File: src/rtl/hbd_pkg.sv
// shared constants and types for the hamming(31,26) block decoder
`timescale 1ns / 1ps
`default_nettype none

package hbd_pkg;

    localparam int CW_BITS    = 31;
    localparam int CODEWORDS  = 8;
    localparam int BLOCK_BITS = CW_BITS * CODEWORDS;
    localparam int OUT_BYTES  = 26;
    localparam int OUT_BITS   = OUT_BYTES * 8;
    localparam int POS_W      = $clog2(CW_BITS + 1);
    localparam int BLK_CNT_W  = $clog2(BLOCK_BITS);
    localparam int OUT_IDX_W  = $clog2(OUT_BYTES);
    localparam int CORR_W     = 4;

    localparam logic [POS_W-1:0]     POS_FIRST = POS_W'(1);
    localparam logic [POS_W-1:0]     POS_LAST  = POS_W'(CW_BITS);
    localparam logic [BLK_CNT_W-1:0] BLK_LAST  = BLK_CNT_W'(BLOCK_BITS - 1);
    localparam logic [OUT_IDX_W-1:0] OUT_LAST  = OUT_IDX_W'(OUT_BYTES - 1);

    typedef enum logic [3:0] {
        ST_IDLE  = 4'b0001,
        ST_SHIFT = 4'b0010,
        ST_PAD   = 4'b0100,
        ST_FLUSH = 4'b1000
    } state_t;

endpackage

`default_nettype wire

File: src/rtl/hamming_31_26_block_decoder_core.sv
// hamming(31,26) block decoder: bit-serial syndrome, correction and parity strip
`timescale 1ns / 1ps
`default_nettype none

// Decodes blocks of 31 coded bytes (eight Hamming(31,26) codewords, msb first)
// into 26 data bytes. Each accepted byte is taken on the input beat and then
// shifted into the decoder one bit per cycle, so the slave side takes no new
// byte until the current one is shifted in. A beat with tuser set ends the
// stream: the rest of the block is filled with zero bits, one per cycle.
// Codeword bits first enter a 30-bit fill register that builds the syndrome
// as the positions go by; each finished codeword moves to a drain register
// that shifts it out, flips the bit that the syndrome names and drops the
// parity positions 1, 2, 4, 8 and 16. Filling of one codeword overlaps
// draining of the one before. After the last bit of a block, the drain
// empties and a load moves the data into the result register; then the 26
// result beats appear at the master side, one per cycle while m_tready is
// high, each carrying the block's count of corrected codewords; the last beat
// of the block has tlast set. Results are held in their own register, so the
// next block is taken in while results wait; the load waits for the drain to
// finish and for the previous block's results to be all taken.
module hamming_31_26_block_decoder_core (
    input  wire logic       clk,
    input  wire logic       rst_n,
    input  wire logic       s_tvalid,
    output logic            s_tready,
    input  wire logic [7:0] s_tdata,   // [7:0] in_byte
    input  wire logic       s_tuser,   // [0] end_of_stream
    output logic            m_tvalid,
    input  wire logic       m_tready,
    output logic [7:0]      m_tdata,   // [7:0] out_byte
    output logic [3:0]      m_tuser,   // [3:0] corrected_count
    output logic            m_tlast    // last_of_block
);
    import hbd_pkg::*;

    // input control
    state_t                 state_reg, state_next;
    logic [7:0]             byte_reg, byte_next;
    logic [2:0]             bit_idx_reg, bit_idx_next;
    logic                   eos_reg, eos_next;
    logic [BLK_CNT_W-1:0]   blk_cnt_reg, blk_cnt_next;

    // codeword fill stage
    logic [CW_BITS-2:0]     cw_reg, cw_next;
    logic [POS_W-1:0]       pos_reg, pos_next;
    logic [POS_W-1:0]       syn_reg, syn_next;

    // codeword drain stage
    logic [CW_BITS-1:0]     drn_reg, drn_next;
    logic [POS_W-1:0]       drn_syn_reg, drn_syn_next;
    logic [POS_W-1:0]       drn_pos_reg, drn_pos_next;
    logic                   drn_busy_reg, drn_busy_next;

    // decoded data and result register
    logic [OUT_BITS-1:0]    data_reg, data_next;
    logic [CORR_W-1:0]      corr_reg, corr_next;
    logic [OUT_BITS-1:0]    out_reg, out_next;
    logic [CORR_W-1:0]      out_cnt_reg, out_cnt_next;
    logic [OUT_IDX_W-1:0]   out_idx_reg, out_idx_next;
    logic                   out_busy_reg, out_busy_next;

    logic                   feed;
    logic                   fbit;
    logic [POS_W-1:0]       syn_upd;
    logic                   a_done;
    logic                   dbit;
    logic                   is_parity;
    logic                   load;

    assign s_tready = (state_reg == ST_IDLE);
    assign m_tvalid = out_busy_reg;
    assign m_tdata  = out_reg[OUT_BITS-1 -: 8];
    assign m_tuser  = out_cnt_reg;
    assign m_tlast  = (out_idx_reg == OUT_LAST);

    // one code bit per cycle while shifting or padding: byte bits msb first, zeros while padding
    assign feed    = (state_reg == ST_SHIFT) || (state_reg == ST_PAD);
    assign fbit    = (state_reg == ST_SHIFT) && byte_reg[7];
    assign syn_upd = syn_reg ^ (fbit ? pos_reg : '0);
    assign a_done  = feed && (pos_reg == POS_LAST);

    // corrected bit leaving the drain; parity positions are powers of two
    assign dbit      = drn_reg[CW_BITS-1] ^ (drn_pos_reg == drn_syn_reg);
    assign is_parity = ((drn_pos_reg & (drn_pos_reg - POS_W'(1))) == '0);

    assign load = (state_reg == ST_FLUSH) && !drn_busy_reg && !out_busy_reg;

    always_comb
    begin
        state_next    = state_reg;
        byte_next     = byte_reg;
        bit_idx_next  = bit_idx_reg;
        eos_next      = eos_reg;
        blk_cnt_next  = blk_cnt_reg;
        cw_next       = cw_reg;
        pos_next      = pos_reg;
        syn_next      = syn_reg;
        drn_next      = drn_reg;
        drn_syn_next  = drn_syn_reg;
        drn_pos_next  = drn_pos_reg;
        drn_busy_next = drn_busy_reg;
        data_next     = data_reg;
        corr_next     = corr_reg;
        out_next      = out_reg;
        out_cnt_next  = out_cnt_reg;
        out_idx_next  = out_idx_reg;
        out_busy_next = out_busy_reg;

        // fill stage: shift in and accumulate syndrome
        if (feed)
        begin
            cw_next      = {cw_reg[CW_BITS-3:0], fbit};
            blk_cnt_next = blk_cnt_reg + BLK_CNT_W'(1);
            if (a_done)
            begin
                pos_next = POS_FIRST;
                syn_next = '0;
            end
            else
            begin
                pos_next = pos_reg + POS_W'(1);
                syn_next = syn_upd;
            end
        end

        // drain stage: correct, strip parity, pack data
        if (drn_busy_reg)
        begin
            drn_next     = {drn_reg[CW_BITS-2:0], 1'b0};
            drn_pos_next = drn_pos_reg + POS_W'(1);
            if (!is_parity)
            begin
                data_next = {data_reg[OUT_BITS-2:0], dbit};
            end
            if (drn_pos_reg == POS_LAST)
            begin
                drn_busy_next = 1'b0;
            end
        end

        // finished codeword hands over to the drain
        if (a_done)
        begin
            drn_next      = {cw_reg, fbit};
            drn_syn_next  = syn_upd;
            drn_pos_next  = POS_FIRST;
            drn_busy_next = 1'b1;
            if (syn_upd != '0)
            begin
                corr_next = corr_reg + CORR_W'(1);
            end
        end

        // result beats
        if (out_busy_reg && m_tready)
        begin
            out_next     = {out_reg[OUT_BITS-9:0], 8'h00};
            out_idx_next = out_idx_reg + OUT_IDX_W'(1);
            if (out_idx_reg == OUT_LAST)
            begin
                out_busy_next = 1'b0;
            end
        end

        case (state_reg)
            ST_IDLE:
            begin
                if (s_tvalid)
                begin
                    byte_next    = s_tdata;
                    eos_next     = s_tuser;
                    bit_idx_next = '0;
                    state_next   = ST_SHIFT;
                end
            end
            ST_SHIFT:
            begin
                byte_next    = {byte_reg[6:0], 1'b0};
                bit_idx_next = bit_idx_reg + 3'd1;
                if (bit_idx_reg == 3'd7)
                begin
                    if (blk_cnt_reg == BLK_LAST)
                    begin
                        state_next = ST_FLUSH;
                    end
                    else if (eos_reg)
                    begin
                        state_next = ST_PAD;
                    end
                    else
                    begin
                        state_next = ST_IDLE;
                    end
                end
            end
            ST_PAD:
            begin
                if (blk_cnt_reg == BLK_LAST)
                begin
                    state_next = ST_FLUSH;
                end
            end
            ST_FLUSH:
            begin
                if (load)
                begin
                    out_next      = data_reg;
                    out_cnt_next  = corr_reg;
                    out_idx_next  = '0;
                    out_busy_next = 1'b1;
                    corr_next     = '0;
                    blk_cnt_next  = '0;
                    state_next    = ST_IDLE;
                end
            end
            default:
            begin
                state_next = ST_IDLE;
            end
        endcase
    end

    always_ff @(posedge clk or negedge rst_n)
    begin
        if (!rst_n)
        begin
            state_reg    <= ST_IDLE;
            bit_idx_reg  <= '0;
            eos_reg      <= 1'b0;
            blk_cnt_reg  <= '0;
            pos_reg      <= POS_FIRST;
            syn_reg      <= '0;
            drn_pos_reg  <= POS_FIRST;
            drn_busy_reg <= 1'b0;
            corr_reg     <= '0;
            out_idx_reg  <= '0;
            out_busy_reg <= 1'b0;
        end
        else
        begin
            state_reg    <= state_next;
            bit_idx_reg  <= bit_idx_next;
            eos_reg      <= eos_next;
            blk_cnt_reg  <= blk_cnt_next;
            pos_reg      <= pos_next;
            syn_reg      <= syn_next;
            drn_pos_reg  <= drn_pos_next;
            drn_busy_reg <= drn_busy_next;
            corr_reg     <= corr_next;
            out_idx_reg  <= out_idx_next;
            out_busy_reg <= out_busy_next;
        end
    end

    always_ff @(posedge clk)
    begin
        byte_reg    <= byte_next;
        cw_reg      <= cw_next;
        drn_reg     <= drn_next;
        drn_syn_reg <= drn_syn_next;
        data_reg    <= data_next;
        out_reg     <= out_next;
        out_cnt_reg <= out_cnt_next;
    end

`ifndef ASSERT_OFF
    // a new codeword reaches the drain only when it is idle or as the previous one finishes
    a_drain_free: assert property (@(posedge clk) disable iff (!rst_n)
        a_done |-> (!drn_busy_reg || drn_pos_reg == POS_LAST))
        else $error("codeword handed over while drain busy");

    // a block ends on a codeword boundary
    a_cw_aligned: assert property (@(posedge clk) disable iff (!rst_n)
        (state_reg == ST_FLUSH) |-> (pos_reg == POS_FIRST && syn_reg == '0))
        else $error("block flush not on codeword boundary");

    // at most one correction per codeword
    a_corr_range: assert property (@(posedge clk) disable iff (!rst_n)
        corr_reg <= CORR_W'(CODEWORDS))
        else $error("corrected count out of range");

    // the last result beat of a block frees the result register
    a_out_done: assert property (@(posedge clk) disable iff (!rst_n)
        (m_tvalid && m_tready && m_tlast) |=> !m_tvalid)
        else $error("result register not freed after last beat");
`endif

endmodule

`default_nettype wire
File: config.mk
export PLATFORM = sky130hd
export DESIGN_NAME = hamming_31_26_block_decoder_core
export DESIGN_NICKNAME = d
export VERILOG_FILES = /design/src/rtl/hbd_pkg.sv /design/src/rtl/hamming_31_26_block_decoder_core.sv
export SDC_FILE = /design/constraint.sdc
export NUM_CORES = 1
export LEC_CHECK = 0
export BUFFER_PORTS_ARGS = -buffer_cell sky130_fd_sc_hd__buf_4
export CAP_MARGIN = 5
export CORE_ASPECT_RATIO = 0.75
export CORE_UTILIZATION = 33
export CTS_CLUSTER_DIAMETER = 30
export CTS_CLUSTER_SIZE = 12
export DETAILED_ROUTE_END_ITERATION = 6
export HOLD_SLACK_MARGIN = 0.06
export PLACE_DENSITY_LB_ADDON = 0.12
export SLEW_MARGIN = 20
export SYNTH_ARGS = -nofsm -noshare
export SYNTH_HDL_FRONTEND = slang
export SYNTH_SLANG_ARGS = --single-unit
File: constraint.sdc
create_clock -name clk -period 24.2 [get_ports clk]
set_input_delay 1.21 -clock clk [delete_from_list [all_inputs] [get_ports clk]]
set_output_delay 1.21 -clock clk [all_outputs]
set_load 0.01 [all_outputs]
Word-level counts from Yosys, hierarchy flattened. Index checks and enable logic that the tools add are counted.

Flip-flop bits (word level): 536. Input port bits: 13. Output and inout bits: 15.

$add $sub $neg: 7. Equality and inequality tests: 14. Multiplexer cells: 38. Bitwise gates (word level): 4. Reduce and logical (&&, ||, !) cells: 17.

Operator list (count): $mux W208 (3); $mux W31 (2); $mux W5 (8); $mux W4 (9); $mux W8 (4); $pmux W4 S4 (1); $pmux W8 S2 (1); $add A5 B1 Y5 const B (3); $eq A5 B5 Y1 const B (3); $add A8 B1 Y8 const B (1); $eq A8 B8 Y1 const B (1); $reduce_and A2 Y1 (4); $mux W1 (7); $mux W3 (2); $pmux W3 S2 (1); $and A5 B5 Y5 (1); $eq A5 B5 Y1 (1); $logic_and A1 B1 Y1 (5); $logic_not A5 Y1 (1); $reduce_bool A5 Y1 (1); $sub A5 B1 Y5 const B (1); $xor A5 B5 Y5 (1); $add A4 B1 Y4 const B (1); $eq A4 B1 Y1 const B (1); 13 further kinds (17).

Longest topological paths before layout. Gate-level depths: netlist of run 1.

Depth in word-level cells: 9. Gate-level depth with buffers: 8.

Worst setup path after synthesis of run 1. OpenSTA, ideal clock, no wires.

Path type: reg-to-reg. Start point: reg drn_pos_reg[0]. End point: reg data_reg[0], enable pin. Library setup time: 846 ps. Data arrival time: 11065 ps. Setup slack: 12290 ps. Stages on the path, launching flop included: 7. Buffers on the path: 0. Cells stage by stage: dfstp_2 inv_1 ha_1 inv_1 maj3_1 o21ai_0 a21oi_1.

Cells in the longest elaborated chain, start to end: 5.

RTL lines: start: declaration (line hamming_31_26_block_decoder_core.sv:51) `logic [POS_W-1:0] drn_pos_reg, drn_pos_next;`; start signal: assignment (line hamming_31_26_block_decoder_core.sv:247) `drn_pos_reg <= drn_pos_next;`; $sub A5 B1 Y5 (line hamming_31_26_block_decoder_core.sv:84) `assign is_parity = ((drn_pos_reg & (drn_pos_reg - POS_W'(1))) == '0);`; $and A5 B5 Y5 * (line hamming_31_26_block_decoder_core.sv:84); $logic_not A5 Y1 * (line hamming_31_26_block_decoder_core.sv:84); $not A1 Y1 (no line) *; $reduce_and A2 Y1 (no line) *; end signal: assignment (line hamming_31_26_block_decoder_core.sv:261) `data_reg <= data_next;`; end: declaration (line hamming_31_26_block_decoder_core.sv:55) `logic [OUT_BITS-1:0] data_reg, data_next;`.

Mark *: on every way between the ends. The rest lies on a longest branch, timed or not. A chain may end at the register's enable or synchronous reset.

Final worst setup path of run 1.
Start point: reg state_reg[2]. End point: reg corr_reg[3].

Cells in the longest elaborated chain, start to end: 9. Elaborated cells on any way between the ends: 15. Those cells by class: eq/ne (3); mux (5); bitwise (1); reduce/logical (6).

RTL lines: start: declaration (line hamming_31_26_block_decoder_core.sv:37) `state_t state_reg, state_next;`; start signal: assignment (line hamming_31_26_block_decoder_core.sv:241) `state_reg <= state_next;`; $eq A4 B2 Y1 (line hamming_31_26_block_decoder_core.sv:77, hamming_31_26_block_decoder_core.sv:78); $logic_and A1 B1 Y1 (line hamming_31_26_block_decoder_core.sv:78) `assign fbit = (state_reg == ST_SHIFT) && byte_reg[7];`; $mux W5 (line hamming_31_26_block_decoder_core.sv:79) `assign syn_upd = syn_reg ^ (fbit ? pos_reg : '0);`; $xor A5 B5 Y5 (line hamming_31_26_block_decoder_core.sv:79); $reduce_bool A5 Y1 (line hamming_31_26_block_decoder_core.sv:148) `if (syn_upd != '0)`; $mux W4 (line hamming_31_26_block_decoder_core.sv:148); $mux W4 (line hamming_31_26_block_decoder_core.sv:142) `if (a_done)`; $mux W4 (line hamming_31_26_block_decoder_core.sv:205) `if (load)`; $mux W4 * (line hamming_31_26_block_decoder_core.sv:165) `case (state_reg)`; named net corr_next[3] (line hamming_31_26_block_decoder_core.sv:56) `logic [CORR_W-1:0] corr_reg, corr_next;`; end signal: assignment (line hamming_31_26_block_decoder_core.sv:249) `corr_reg <= corr_next;`; end: declaration (line hamming_31_26_block_decoder_core.sv:56).

The timed path passes the listed nets; every way through them passes the cells marked *.

==> impl_table.tex, run 1 <==
\begin{tabular}{lr}
\hline
Metric & Value \\
\hline
\multicolumn{2}{l}{\textbf{Timing}} \\
Total negative slack & 0 ps \\
Unrepaired setup endpoints after global routing & no \\
Final number of hold-violating endpoints & 0 \\
Share of the clock period used by the worst path & 15.6\% \\
Worst rel slew slack & 31.5\% \\
Actual transition at the worst max-transition pin & approximately 1000 ps \\
Endpoints failing setup & 0 \\
Slew Viols, Final & 0 \\
Worst hold margin & 428 ps \\
Upper clock frequency limit & 265 MHz \\
Worst Clk Skew & 22.6 ps \\
Shortest clock period the worst path allows after layout & 3780 ps \\
\multicolumn{2}{l}{\textbf{Min path}} \\
Path type of the worst min-delay path & flip-flop to flip-flop \\
Number of instances on the worst hold path & 0 \\
Worst Min Path Start & data\_reg[69] \\
Worst Hold Endpoint & data\_reg[70] \\
\multicolumn{2}{l}{\textbf{Detailed routing}} \\
DRT Pass-1 Iters & 5 \\
DR WL/cell & $\sim$15 µm \\
Antenna viol nets, final & 0 \\
Number of vias after detailed routing & roughly 13k \\
Post-route DRC violation count & 0 \\
Final wirelength & 39.9 mm \\
Via density & around 4.7 \\
Initial drt markers & 813 \\
\multicolumn{2}{l}{\textbf{Worst setup path}} \\
CP delay by family, top & buffers and inverters \\
Maximum single-stage delay on the critical path & about 740 ps \\
Cell type with the highest occurrence count on the critical path & sky130\_fd\_sc\_hd\_\_inv\_2 \\
Highest-delay cell along the critical path & sky130\_fd\_sc\_hd\_\_inv\_2 \\
Crit end category & flip-flop \\
Depth of the worst register-to-register path & 8 \\
Crit-path cells & xor2\_1 > nand2\_1 > inv\_2 > nand2\_2 > inv\_2 > nand4\_1 > a31oi\_1 > mux2i\_1 \\
Crit Path Max Fanout & 41 \\
Number of buffer and inverter stages on the critical path & 2 \\
Required time at the endpoint of the critical path & approximately 25,000 ps \\
Crit Reg-Reg Endpoint & corr\_reg[3] \\
Crit Reg-Reg Startpoint & state\_reg[2] \\
Arrival @ worst endpoint & $\sim$4300 ps \\
Setup slack of the most critical reg-to-reg path & 20,420 ps \\
Path type of the worst setup path & flip-flop to flip-flop \\
Critical Path Source Type & flip-flop \\
\multicolumn{2}{l}{\textbf{Global routing}} \\
Number of antenna violations at the first check in global routing & 0 \\
First-pass GRT wire length & 66.2 mm \\
Number of global-route vias before repair & between 10k and 15k \\
Total routing resource utilization after global routing & 13.5\% \\
Maximum number of pins on one net before global-route repair & approximately 230 \\
Sum of overflow across all layers after global routing & 0 \\
\multicolumn{2}{l}{\textbf{Clocking}} \\
TritonCTS clock tree & built \\
Number of buffers inserted during clock tree synthesis & 106 \\
Number of hold buffers added after cts & 0 \\
Total setup buffers inserted after CTS & 0 \\
Post-cts repair resize count & 0 \\
Clock root buffer master & sky130\_fd\_sc\_hd\_\_clkbuf\_16 \\
Htree depth & 3 \\
TritonCTS sink count & 536 \\
Clock Pin Slew Worst Setup and Hold Paths & 50 ps \\
Clock network latency to the later pin of the worst-skew pair & 630 ps \\
Number of buffers on the longest clock path & 3 \\
\multicolumn{2}{l}{\textbf{Floorplanning}} \\
I/O Pins & 28 \\
Die width & 284 µm \\
Cell Rows & 77 \\
Die height & 213 µm \\
Die area & 0.0606 mm² \\
Starting density of the core & 33.4\% \\
Core Area & 0.0589 mm² \\
\multicolumn{2}{l}{\textbf{Yosys}} \\
\#FFs+latches synth & approximately 540 \\
Mapped cell area & 0.0197 mm² \\
Proportion of netlist area held by the largest area contributor & around 44\% \\
Post-Syn Instances & 1,791 \\
Cell types with the largest area share after synthesis & sky130\_fd\_sc\_hd\_\_edfxtp\_1 44\%, sky130\_fd\_sc\_hd\_\_dfxtp\_1 21\%, sky130\_fd\_sc\_hd\_\_nand2\_1 11\% \\
Library cell with the largest summed area after synthesis & sky130\_fd\_sc\_hd\_\_edfxtp\_1 \\
Sequential cell area fraction in the yosys report & a little over two thirds \\
Yosys warning count & 0 \\
Per-instance average area after synthesis & 11.0 µm² \\
Syn\_nets & 1,816 \\
Number of different library cells in the post-synthesis netlist & 46 \\
\multicolumn{2}{l}{\textbf{Layout}} \\
Most frequent cells in the layout & 563 x sky130\_fd\_sc\_hd\_\_nand2\_1, 286 x sky130\_fd\_sc\_hd\_\_edfxtp\_1, 222 x sky130\_fd\_sc\_hd\_\_nor2\_1 \\
N\_diodes & 0 \\
Total area of multi-input combinational cells & 0.00533 mm² \\
Final std cells w/o fill & between 2k and 3k \\
Most common cell after layout, fill and taps aside & sky130\_fd\_sc\_hd\_\_nand2\_1 \\
Final net count & 1,845 \\
Fraction of final layout cells sized beyond drive strength 1 & 12.4\% \\
Number of fillers in the final layout & $\sim$5.6k \\
FF/Latch Area & 0.0138 mm² \\
Layout overhead on the synthesized area & 23.2\% \\
\multicolumn{2}{l}{\textbf{Power and ir drop}} \\
Largest voltage drop on the vdd net & 0.0587 mV \\
Total leakage power & 0.00801 µW \\
Final total power & 2820 µW \\
Power per cell area & 116 mW/mm² \\
\multicolumn{2}{l}{\textbf{Placed design}} \\
Placed wire-length estimate & 20.4 mm \\
Gp weighted congestion & 0.723 \\
IO Port Bufs & 27 \\
Cell count after placement & 2,502 \\
\multicolumn{2}{l}{\textbf{Run}} \\
Number of maximum-capacitance constraint violations & 0 \\
\multicolumn{2}{l}{\textbf{Outcome}} \\
Result of the run & finished, final reports clean \\
\hline
\end{tabular}
[how the worst max path moves through the flow]
stage / cells after the start / end / from
detailed placement: 8 / corr_reg[3] / state_reg[2]
global placement: 8 / corr_reg[3] / state_reg[2]
floorplan: 6 / data_reg[0] / drn_pos_reg[0]
CTS: 8 / corr_reg[3] / state_reg[2]
finish: 8 / corr_reg[3] / state_reg[2]
global route: 8 / corr_reg[3] / state_reg[2]
[cell type report]
type,count,share of cell area [%]
Clock buffer,131,12.0
Inverter,13,0.201
Multi-Input combinational cell,1127,22.0
Clock inverter,71,3.56
Tap cell,790,4.08
Timing Repair Buffer,36,1.22
Sequential cell,536,57.0
[metal layers]
metal  part of all wire, %  vias up  track usage [%]
li1                      -     6277                -
met1                    52     6049             18.9
met5                     0        -                0
met3                   4.3       66             3.55
met2                    42      217             20.1
met4                   1.9        0             4.47
[kinds of logic (layout without fill, tap and decap cells)]
kind of cell / Yosys count / count (layout) / share of synthesized area (%)
AND/OR/NAND/NOR: 839 / 839 / 16.8
buffers and inverters: 128 / 251 / 2.86
flip-flops: 536 / 536 / 70.2
adder cells (fa/ha/maj): 13 / 13 / 0.814
XOR/XNOR: 27 / 27 / 1.20
multiplexers: 7 / 7 / 0.363
AO/OA/AOI/OAI: 241 / 241 / 7.73
[synth_stat cells, drive strengths merged]
master / count
a41oi: 1
o21ai: 19
or4: 1
nor4bb: 2
xor2: 11
and3: 4
nand3b: 2
a22o: 2
a21oi: 8
or4b: 1
clkbuf: 71
a31oi: 206
and4b: 1
dfrtp: 39
maj3: 1
and2: 2
xnor2: 16
a211oi: 1
dfstp: 3
dfxtp: 208
nor2b: 1
nand4b: 1
or3: 1
nor2: 224
inv: 13
edfxtp: 286
o32ai: 2
nor4b: 4
nand3: 14
nand2: 566
ha: 12
nor3: 5
nand2b: 2
mux2: 1
buf: 44
nand4: 8
mux2i: 6
o31ai: 2
[where the power goes]
group	switching (µW)	internal (µW)	leakage, µW
registers	60.7	1050	0.00425
clock network	490	1010	0.00181
logic	134	73.5	0.00194
[through the flow]
stage                     setup slack (ps)  util [%]  area (µm²)
after floorplan                      12290         -       19700
after global placement               20340      34.8       20500
after detailed placement             20250      34.8       20500
after CTS                            20250      41.2       24200
after global routing                 19910      41.2       24200
final                                20420      41.2       24200
[worst reg2reg max path, stage by stage (launching register included)]
cell and delay (ps):
sky130_fd_sc_hd__dfrtp_1 480, sky130_fd_sc_hd__xor2_1 230, sky130_fd_sc_hd__nand2_1 300, sky130_fd_sc_hd__inv_2 720, sky130_fd_sc_hd__nand2_2 630, sky130_fd_sc_hd__inv_2 750
sky130_fd_sc_hd__nand4_1 160, sky130_fd_sc_hd__a31oi_1 230, sky130_fd_sc_hd__mux2i_1 200
Note: power is estimated with default switching activity, not from simulation.
==> inputs of run 2 (changes only) <==
--- a/config.mk
+++ b/config.mk
@@ -5,6 +5,7 @@
 export SDC_FILE = /design/constraint.sdc
 export NUM_CORES = 1
 export LEC_CHECK = 0
+export ABC_AREA = 1
 export BUFFER_PORTS_ARGS = -buffer_cell sky130_fd_sc_hd__buf_4
 export CAP_MARGIN = 5
 export CORE_ASPECT_RATIO = 0.75
==> constraint.sdc (replaced) <==
create_clock -name clk -period 3.9 [get_ports clk]
set_input_delay 0.195 -clock clk [delete_from_list [all_inputs] [get_ports clk]]
set_output_delay 0.195 -clock clk [all_outputs]
set_load 0.01 [all_outputs]
==> run 2 against run 1 <==
Power rose to 6.7 times the previous value. Die area barely moved. Sequential share of layout area about the same. Critical path type unchanged.
==> impl_table.tex, run 2 <==
\begin{tabular}{lr}
\hline
Metric & Value \\
\hline
\multicolumn{2}{l}{\textbf{Worst setup path}} \\
Critical Path Source Type & flip-flop \\
Launch point of the worst path & drn\_pos\_reg[0] \\
Required time at the endpoint of the critical path & slightly above 4000 ps \\
Crit end category & flip-flop \\
Crit Path Max Fanout & 65 \\
Crit Reg-Reg Startpoint & drn\_pos\_reg[0] \\
Path type of the worst setup path & flip-flop to flip-flop \\
Arrival @ worst endpoint & roughly 3100 ps \\
\multicolumn{2}{l}{\textbf{Global routing}} \\
Sum of overflow across all layers after global routing & 0 \\
Met1 routing resource usage after global routing & 19.3\% \\
Number of global-route vias before repair & between 10k and 15k \\
Met2 usage & a little under a fifth \\
Global routing's busiest layer & met1 \\
Global-route track usage on met3 & 3.44\% \\
Maximum number of pins on one net before global-route repair & 108 \\
First-pass GRT wire length & 65.6 mm \\
Number of antenna violations at the first check in global routing & 0 \\
Total routing resource utilization after global routing & 13.3\% \\
\multicolumn{2}{l}{\textbf{Detailed routing}} \\
Post-route DRC violation count & 0 \\
Number of vias after detailed routing & roughly 13k \\
Initial drt markers & 723 \\
DRT Pass-1 Iters & 5 \\
Antenna viol nets, final & 0 \\
Via density & around 4.6 \\
DR WL/cell & 14.4 µm \\
Final wirelength & 39.6 mm \\
\multicolumn{2}{l}{\textbf{Yosys}} \\
Per-instance average area after synthesis & 10.8 µm² \\
Most common flop cell mapped by yosys & sky130\_fd\_sc\_hd\_\_edfxtp\_1 \\
Post-synth ARST share & 7.84\% \\
Number of flops mapped to enable cells by yosys & 286 \\
Number of different library cells in the post-synthesis netlist & 35 \\
Cell types with the largest area share after synthesis & sky130\_fd\_sc\_hd\_\_edfxtp\_1 44\%, sky130\_fd\_sc\_hd\_\_dfxtp\_1 21\%, sky130\_fd\_sc\_hd\_\_nand2\_1 11\% \\
Most instantiated cells after synthesis & 577 x sky130\_fd\_sc\_hd\_\_nand2\_1, 286 x sky130\_fd\_sc\_hd\_\_edfxtp\_1, 231 x sky130\_fd\_sc\_hd\_\_nor2\_1, 208 x sky130\_fd\_sc\_hd\_\_dfxtp\_1, 200 x sky130\_fd\_sc\_hd\_\_a31oi\_1 \\
Library cell with the largest summed area after synthesis & sky130\_fd\_sc\_hd\_\_edfxtp\_1 \\
Post-Syn Instances & 1,820 \\
Yosys warning count & 0 \\
Most frequent cell after synthesis & sky130\_fd\_sc\_hd\_\_nand2\_1 \\
Mapped cell area & 0.0197 mm² \\
Sequential cell area fraction in the yosys report & 70.2\% \\
Syn\_nets & about 1.8k \\
\#FFs+latches synth & 536 \\
Proportion of netlist area held by the largest area contributor & 43.7\% \\
\multicolumn{2}{l}{\textbf{Floorplanning}} \\
Die height & 213 µm \\
I/O Pins & 28 \\
Cell Rows & 77 \\
Die width & 284 µm \\
Starting density of the core & 33.4\% \\
Core Area & 0.0590 mm² \\
Die area & 0.0606 mm² \\
\multicolumn{2}{l}{\textbf{Power and ir drop}} \\
Largest voltage drop on the vdd net & 0.316 mV \\
Power per cell area & 775 mW/mm² \\
Total leakage power & 0.00808 µW \\
\multicolumn{2}{l}{\textbf{Layout}} \\
Fraction of final layout cells sized beyond drive strength 1 & between 10\% and 20\% \\
Most common cell after layout, fill and taps aside & sky130\_fd\_sc\_hd\_\_nand2\_1 \\
Final net count & 1,900 \\
N\_diodes & 0 \\
Number of fillers in the final layout & 5,705 \\
Layout overhead on the synthesized area & 23.1\% \\
Most frequent cells in the layout & 576 x sky130\_fd\_sc\_hd\_\_nand2\_1, 286 x sky130\_fd\_sc\_hd\_\_edfxtp\_1, 231 x sky130\_fd\_sc\_hd\_\_nor2\_1 \\
Core Util, Final & roughly two fifths \\
\multicolumn{2}{l}{\textbf{Clocking}} \\
Clock network latency to the later pin of the worst-skew pair & 630 ps \\
Total setup buffers inserted after CTS & 0 \\
Number of buffers inserted during clock tree synthesis & 105 \\
Clock root buffer master & sky130\_fd\_sc\_hd\_\_clkbuf\_16 \\
TritonCTS sink count & 536 \\
Htree depth & 3 \\
TritonCTS clock tree & built \\
Number of buffers on the longest clock path & 3 \\
Clock Pin Slew Worst Setup and Hold Paths & 50 ps \\
\multicolumn{2}{l}{\textbf{Placed design}} \\
Gp weighted congestion & 0.714 \\
Placed wire-length estimate & 20.9 mm \\
Post-Place Setup Slack & 935 ps \\
IO Port Bufs & 27 \\
\multicolumn{2}{l}{\textbf{Timing}} \\
Final number of hold-violating endpoints & 0 \\
Setup slack after layout & 1000 ps \\
Unrepaired setup endpoints after global routing & no \\
Total negative slack & 0 ps \\
Share of the clock period used by the worst path & between 70\% and 80\% \\
Slew Viols, Final & 0 \\
Endpoints failing setup & 0 \\
Worst rel slew slack & a little under two fifths \\
Worst hold margin & 107 ps \\
Shortest clock period the worst path allows after layout & 2900 ps \\
Actual transition at the worst max-transition pin & 945 ps \\
Upper clock frequency limit & 345 MHz \\
Worst Clk Skew & 23.2 ps \\
\multicolumn{2}{l}{\textbf{Min path}} \\
Path type of the worst min-delay path & input pin to async pin \\
\multicolumn{2}{l}{\textbf{Outcome}} \\
Result of the run & finished, final reports clean \\
\multicolumn{2}{l}{\textbf{Run}} \\
Number of maximum-capacitance constraint violations & 0 \\
\hline
\end{tabular}
==> run 2: cell count changes after synthesis, moves of 10 or more <==
cell | previous run | this run
sky130_fd_sc_hd__xnor2_1 | 16 | 4
sky130_fd_sc_hd__buf_4 | 8 | 18
sky130_fd_sc_hd__nand2_1 | 565 | 577
sky130_fd_sc_hd__a21oi_1 | 8 | 23
sky130_fd_sc_hd__clkbuf_1 | 71 | 52
sky130_fd_sc_hd__inv_1 | 9 | 38
==> run 2: metrics by stage <==
stage / power (µW) / cell area (µm²) / cells
after floorplan: 9220 / 19700 / 1820
after global placement: 9840 / 20500 / 2546
after detailed placement: 9890 / 20500 / 2546
after CTS: 19000 / 24200 / 2755
after global routing: 19700 / 24200 / 2755
final: 18800 / 24200 / 2755
==> run 2: metal layers <==
layer,share of wire [%],up-vias
li1,-,6348
met1,53,6035
met2,41,170
met3,3.7,84
met4,2.4,0
met5,0,-
==> run 2: power breakdown <==
group,internal (µW),total (µW),switching [µW]
registers,7040,7620,579
clock network,6030,8980,2950
logic,825,2170,1340
total,13900,18800,4870
==> run 2: timing repair <==
item,in CTS,in global routing
endpoints found under the hold margin,53,0
hold buffers,12,0
endpoints found under the setup margin,0,0
resized for setup,0,0
==> run 2: logic make-up (layout without fill, tap and decap cells) <==
family / Yosys count / after routing / synth area share, %
flip-flops: 536 / 536 / 70.2
XOR/XNOR: 10 / 10 / 0.445
adder cells (fa/ha/maj): 12 / 12 / 0.763
buffers and inverters: 155 / 300 / 3.88
multiplexers: 1 / 1 / 0.0572
AND/OR/NAND/NOR: 853 / 853 / 16.9
AO/OA/AOI/OAI: 253 / 253 / 7.78
==> run 2: final timing paths <==
path                       slack, ps             end  depth (start not counted)
max                             1000   data_reg[141]                          9
min                              110  bit_idx_reg[1]                          2
max reg2reg                     1000   data_reg[141]                          9
min reg2reg                      430    data_reg[12]                          0
max in group asynchronous       3390      syn_reg[2]                          2
min in group clk                 260    out_reg[193]                          4
==> run 2: critical path: stages (launching register included) <==
cell and delay [ps]:
sky130_fd_sc_hd__dfstp_2 580, sky130_fd_sc_hd__inv_1 100, sky130_fd_sc_hd__ha_4 160, sky130_fd_sc_hd__nand2_1 50
sky130_fd_sc_hd__o21ai_1 60, sky130_fd_sc_hd__nand2_1 80, sky130_fd_sc_hd__o21ai_2 70, sky130_fd_sc_hd__clkinvlp_4 90
sky130_fd_sc_hd__buf_4 680, sky130_fd_sc_hd__buf_4 640
==> run 2: area by class of cell <==
| cell class | count | area [µm²] | area share, % |
|---|---|---|---|
| timing repair buffer | 61 | 538 | 2.22 |
| clock buffer | 127 | 2770 | 11.4 |
| clock inverter | 70 | 823 | 3.40 |
| sequential | 536 | 13800 | 57.0 |
| tap | 790 | 988 | 4.08 |
| multi-input combinational | 1129 | 5130 | 21.2 |
| inverter | 42 | 174 | 0.718 |
==> inputs of run 3 (changes only) <==
--- a/config.mk
+++ b/config.mk
@@ -5,7 +5,7 @@
 export SDC_FILE = /design/constraint.sdc
 export NUM_CORES = 1
 export LEC_CHECK = 0
-export ABC_AREA = 1
+export ABC_AREA = 0
 export BUFFER_PORTS_ARGS = -buffer_cell sky130_fd_sc_hd__buf_4
 export CAP_MARGIN = 5
 export CORE_ASPECT_RATIO = 0.75
==> constraint.sdc (replaced) <==
create_clock -name clk -period 2.87 [get_ports clk]
set_input_delay 0.1435 -clock clk [delete_from_list [all_inputs] [get_ports clk]]
set_output_delay 0.1435 -clock clk [all_outputs]
set_load 0.01 [all_outputs]
==> run 3 against run 2 <==
Setup slack lost 510 ps. Global-route usage grew 0.50 points. Power rose by 26%. Worst hold slack improved by 210 ps. Count of clock-buffer cells in the layout rose by 7. First-iteration DRC count grew 4.6%. Final area grew 1.3%. Clock skew hardly changed. Die area hardly changed. Cell count decreased by 0.65%. Register-to-register slack worse by 510 ps. Critical endpoint is now eos_reg. Largest cell class unchanged.
==> impl_table.tex, run 3 (synthesized netlist as in run 1, its figures left out) <==
\begin{tabular}{lr}
\hline
Metric & Value \\
\hline
\multicolumn{2}{l}{\textbf{Outcome}} \\
Result of the run & finished, final reports clean \\
\multicolumn{2}{l}{\textbf{Timing}} \\
Worst Clk Skew & 23.7 ps \\
Share of the clock period used by the worst path & $\sim$83\% \\
Total negative slack & 0 ps \\
Actual transition at the worst max-transition pin & 801 ps \\
Worst rel slew slack & 46.6\% \\
Shortest clock period the worst path allows after layout & 2380 ps \\
Slew Viols, Final & 0 \\
Upper clock frequency limit & about 420 MHz \\
Final number of hold-violating endpoints & 0 \\
Unrepaired setup endpoints after global routing & no \\
Endpoints failing setup & 0 \\
\multicolumn{2}{l}{\textbf{Power and ir drop}} \\
Cell-internal power & 17,700 µW \\
Final total power & 23,600 µW \\
Switching power as a share of total power & 25.1\% \\
Largest voltage drop on the vdd net & around 0.4 mV \\
Power per cell area & 959 mW/mm² \\
Combinational share of power & 8.0\% \\
Total leakage power & 0.00820 µW \\
Net load switching power & between 5000 and 6000 µW \\
Sequential cell fraction of total power & between 30\% and 40\% \\
Clock share of power & a little over half \\
\multicolumn{2}{l}{\textbf{Run}} \\
Number of maximum-capacitance constraint violations & 0 \\
\multicolumn{2}{l}{\textbf{Global routing}} \\
Total routing resource utilization after global routing & $\sim$14\% \\
First-pass GRT wire length & between 60 and 70 mm \\
Number of global-route vias before repair & about 13k \\
Maximum number of pins on one net before global-route repair & 120 \\
Sum of overflow across all layers after global routing & 0 \\
Number of antenna violations at the first check in global routing & 0 \\
\multicolumn{2}{l}{\textbf{Detailed routing}} \\
DR WL/cell & 14.8 µm \\
Post-route DRC violation count & 0 \\
DRT Pass-1 Iters & 5 \\
Via density & 4.65 \\
Final wirelength & 40.5 mm \\
Number of vias after detailed routing & approximately 13k \\
Antenna viol nets, final & 0 \\
Initial drt markers & 756 \\
\multicolumn{2}{l}{\textbf{Floorplanning}} \\
Die width & 284 µm \\
Core Area & 0.0589 mm² \\
Die height & $\sim$210 µm \\
Die area & 0.0606 mm² \\
I/O Pins & 28 \\
Cell Rows & just under 80 \\
Starting density of the core & between 30\% and 40\% \\
\multicolumn{2}{l}{\textbf{Clocking}} \\
TritonCTS sink count & 536 \\
Number of buffers on the longest clock path & 3 \\
TritonCTS clock tree & built \\
Htree depth & 3 \\
Number of buffers inserted during clock tree synthesis & around 110 \\
Clock Pin Slew Worst Setup and Hold Paths & 40 ps \\
Total setup buffers inserted after CTS & 0 \\
Clock root buffer master & sky130\_fd\_sc\_hd\_\_clkbuf\_16 \\
Number of hold buffers added after cts & 15 \\
Clock network latency to the later pin of the worst-skew pair & 650 ps \\
Post-cts repair resize count & 0 \\
\multicolumn{2}{l}{\textbf{Layout}} \\
N\_diodes & 0 \\
Total area of multi-input combinational cells & 0.00533 mm² \\
Fraction of final layout cells sized beyond drive strength 1 & 13.4\% \\
Most frequent cells in the layout & 563 x sky130\_fd\_sc\_hd\_\_nand2\_1, 286 x sky130\_fd\_sc\_hd\_\_edfxtp\_1, 222 x sky130\_fd\_sc\_hd\_\_nor2\_1 \\
Number of fillers in the final layout & 5,594 \\
Final std cells w/o fill & approximately 2.7k \\
Final net count & 1,878 \\
Most common cell after layout, fill and taps aside & sky130\_fd\_sc\_hd\_\_nand2\_1 \\
FF/Latch Area & 0.0138 mm² \\
Layout overhead on the synthesized area & 24.9\% \\
\multicolumn{2}{l}{\textbf{Placed design}} \\
Placed wire-length estimate & 21.8 mm \\
IO Port Bufs & 27 \\
Cell count after placement & approximately 2.5k \\
Gp weighted congestion & 0.718 \\
\multicolumn{2}{l}{\textbf{Worst setup path}} \\
Crit end category & flip-flop \\
Required time at the endpoint of the critical path & 3380 ps \\
Path type of the worst setup path & flip-flop to flip-flop \\
Arrival @ worst endpoint & 2890 ps \\
Critical Path Source Type & flip-flop \\
Crit Path Max Fanout & 7 \\
\multicolumn{2}{l}{\textbf{Min path}} \\
Path type of the worst min-delay path & input pin to flip-flop \\
\hline
\end{tabular}
## run 3: final cells by class
type / count / area share (%)
clock buffer: 134 / 11.7
sequential: 536 / 56.2
multi-input combinational: 1127 / 21.7
tap: 790 / 4.03
clock inverter: 68 / 3.13
timing repair buffer: 69 / 2.97
inverter: 13 / 0.199
## run 3: power by group through the flow
stage	Clock, µW	Sequential [µW]	Combinational, µW
floorplan	0	9330	1400
CTS	12600	9360	1960
global route	13000	9460	2150
finish	12300	9360	1890
global placement	0	9480	1900
detailed placement	0	9490	1920
## run 3: worst paths after layout
kind / slack (ps) / cells after the start / startpoint / end
max: 490 / 4 / state_reg[0] / eos_reg
max reg2reg: 490 / 4 / state_reg[0] / eos_reg
min: 320 / 4 / s_tdata[3] / byte_reg[3]
min reg2reg: 430 / 0 / data_reg[147] / data_reg[148]
max in group asynchronous: 2010 / 4 / rst_n / out_idx_reg[2]
min in group asynchronous: 610 / 3 / rst_n / state_reg[0]
## run 3: metal layers
layer  GRT usage [%]  routed length, µm  vias to the layer above
li1                -                  -                     6364
met1            19.9              21200                     6085
met2            19.8              16800                      210
met3            3.64               1670                       75
met4            4.88                827                        0
met5               0                  0                        -
## run 3: critical path, stage by stage, from the launching register on
cell and delay (ps):
sky130_fd_sc_hd__dfstp_2 590, sky130_fd_sc_hd__nor4b_2 460, sky130_fd_sc_hd__nand2_1 300, sky130_fd_sc_hd__mux2_1 360, sky130_fd_sc_hd__dlygate4sd3_1 550
## run 3: per-stage QoR
step                hold slack, ps  instance area, µm²  setup slack, ps  util, %
CTS                            275               24600              439     41.7
floorplan                     -152               19700            -2040        -
detailed placement             180               20700              629     35.2
global placement               176               20700              645     35.2
global route                   295               24600              354     41.7
finish                         321               24600              495     41.7
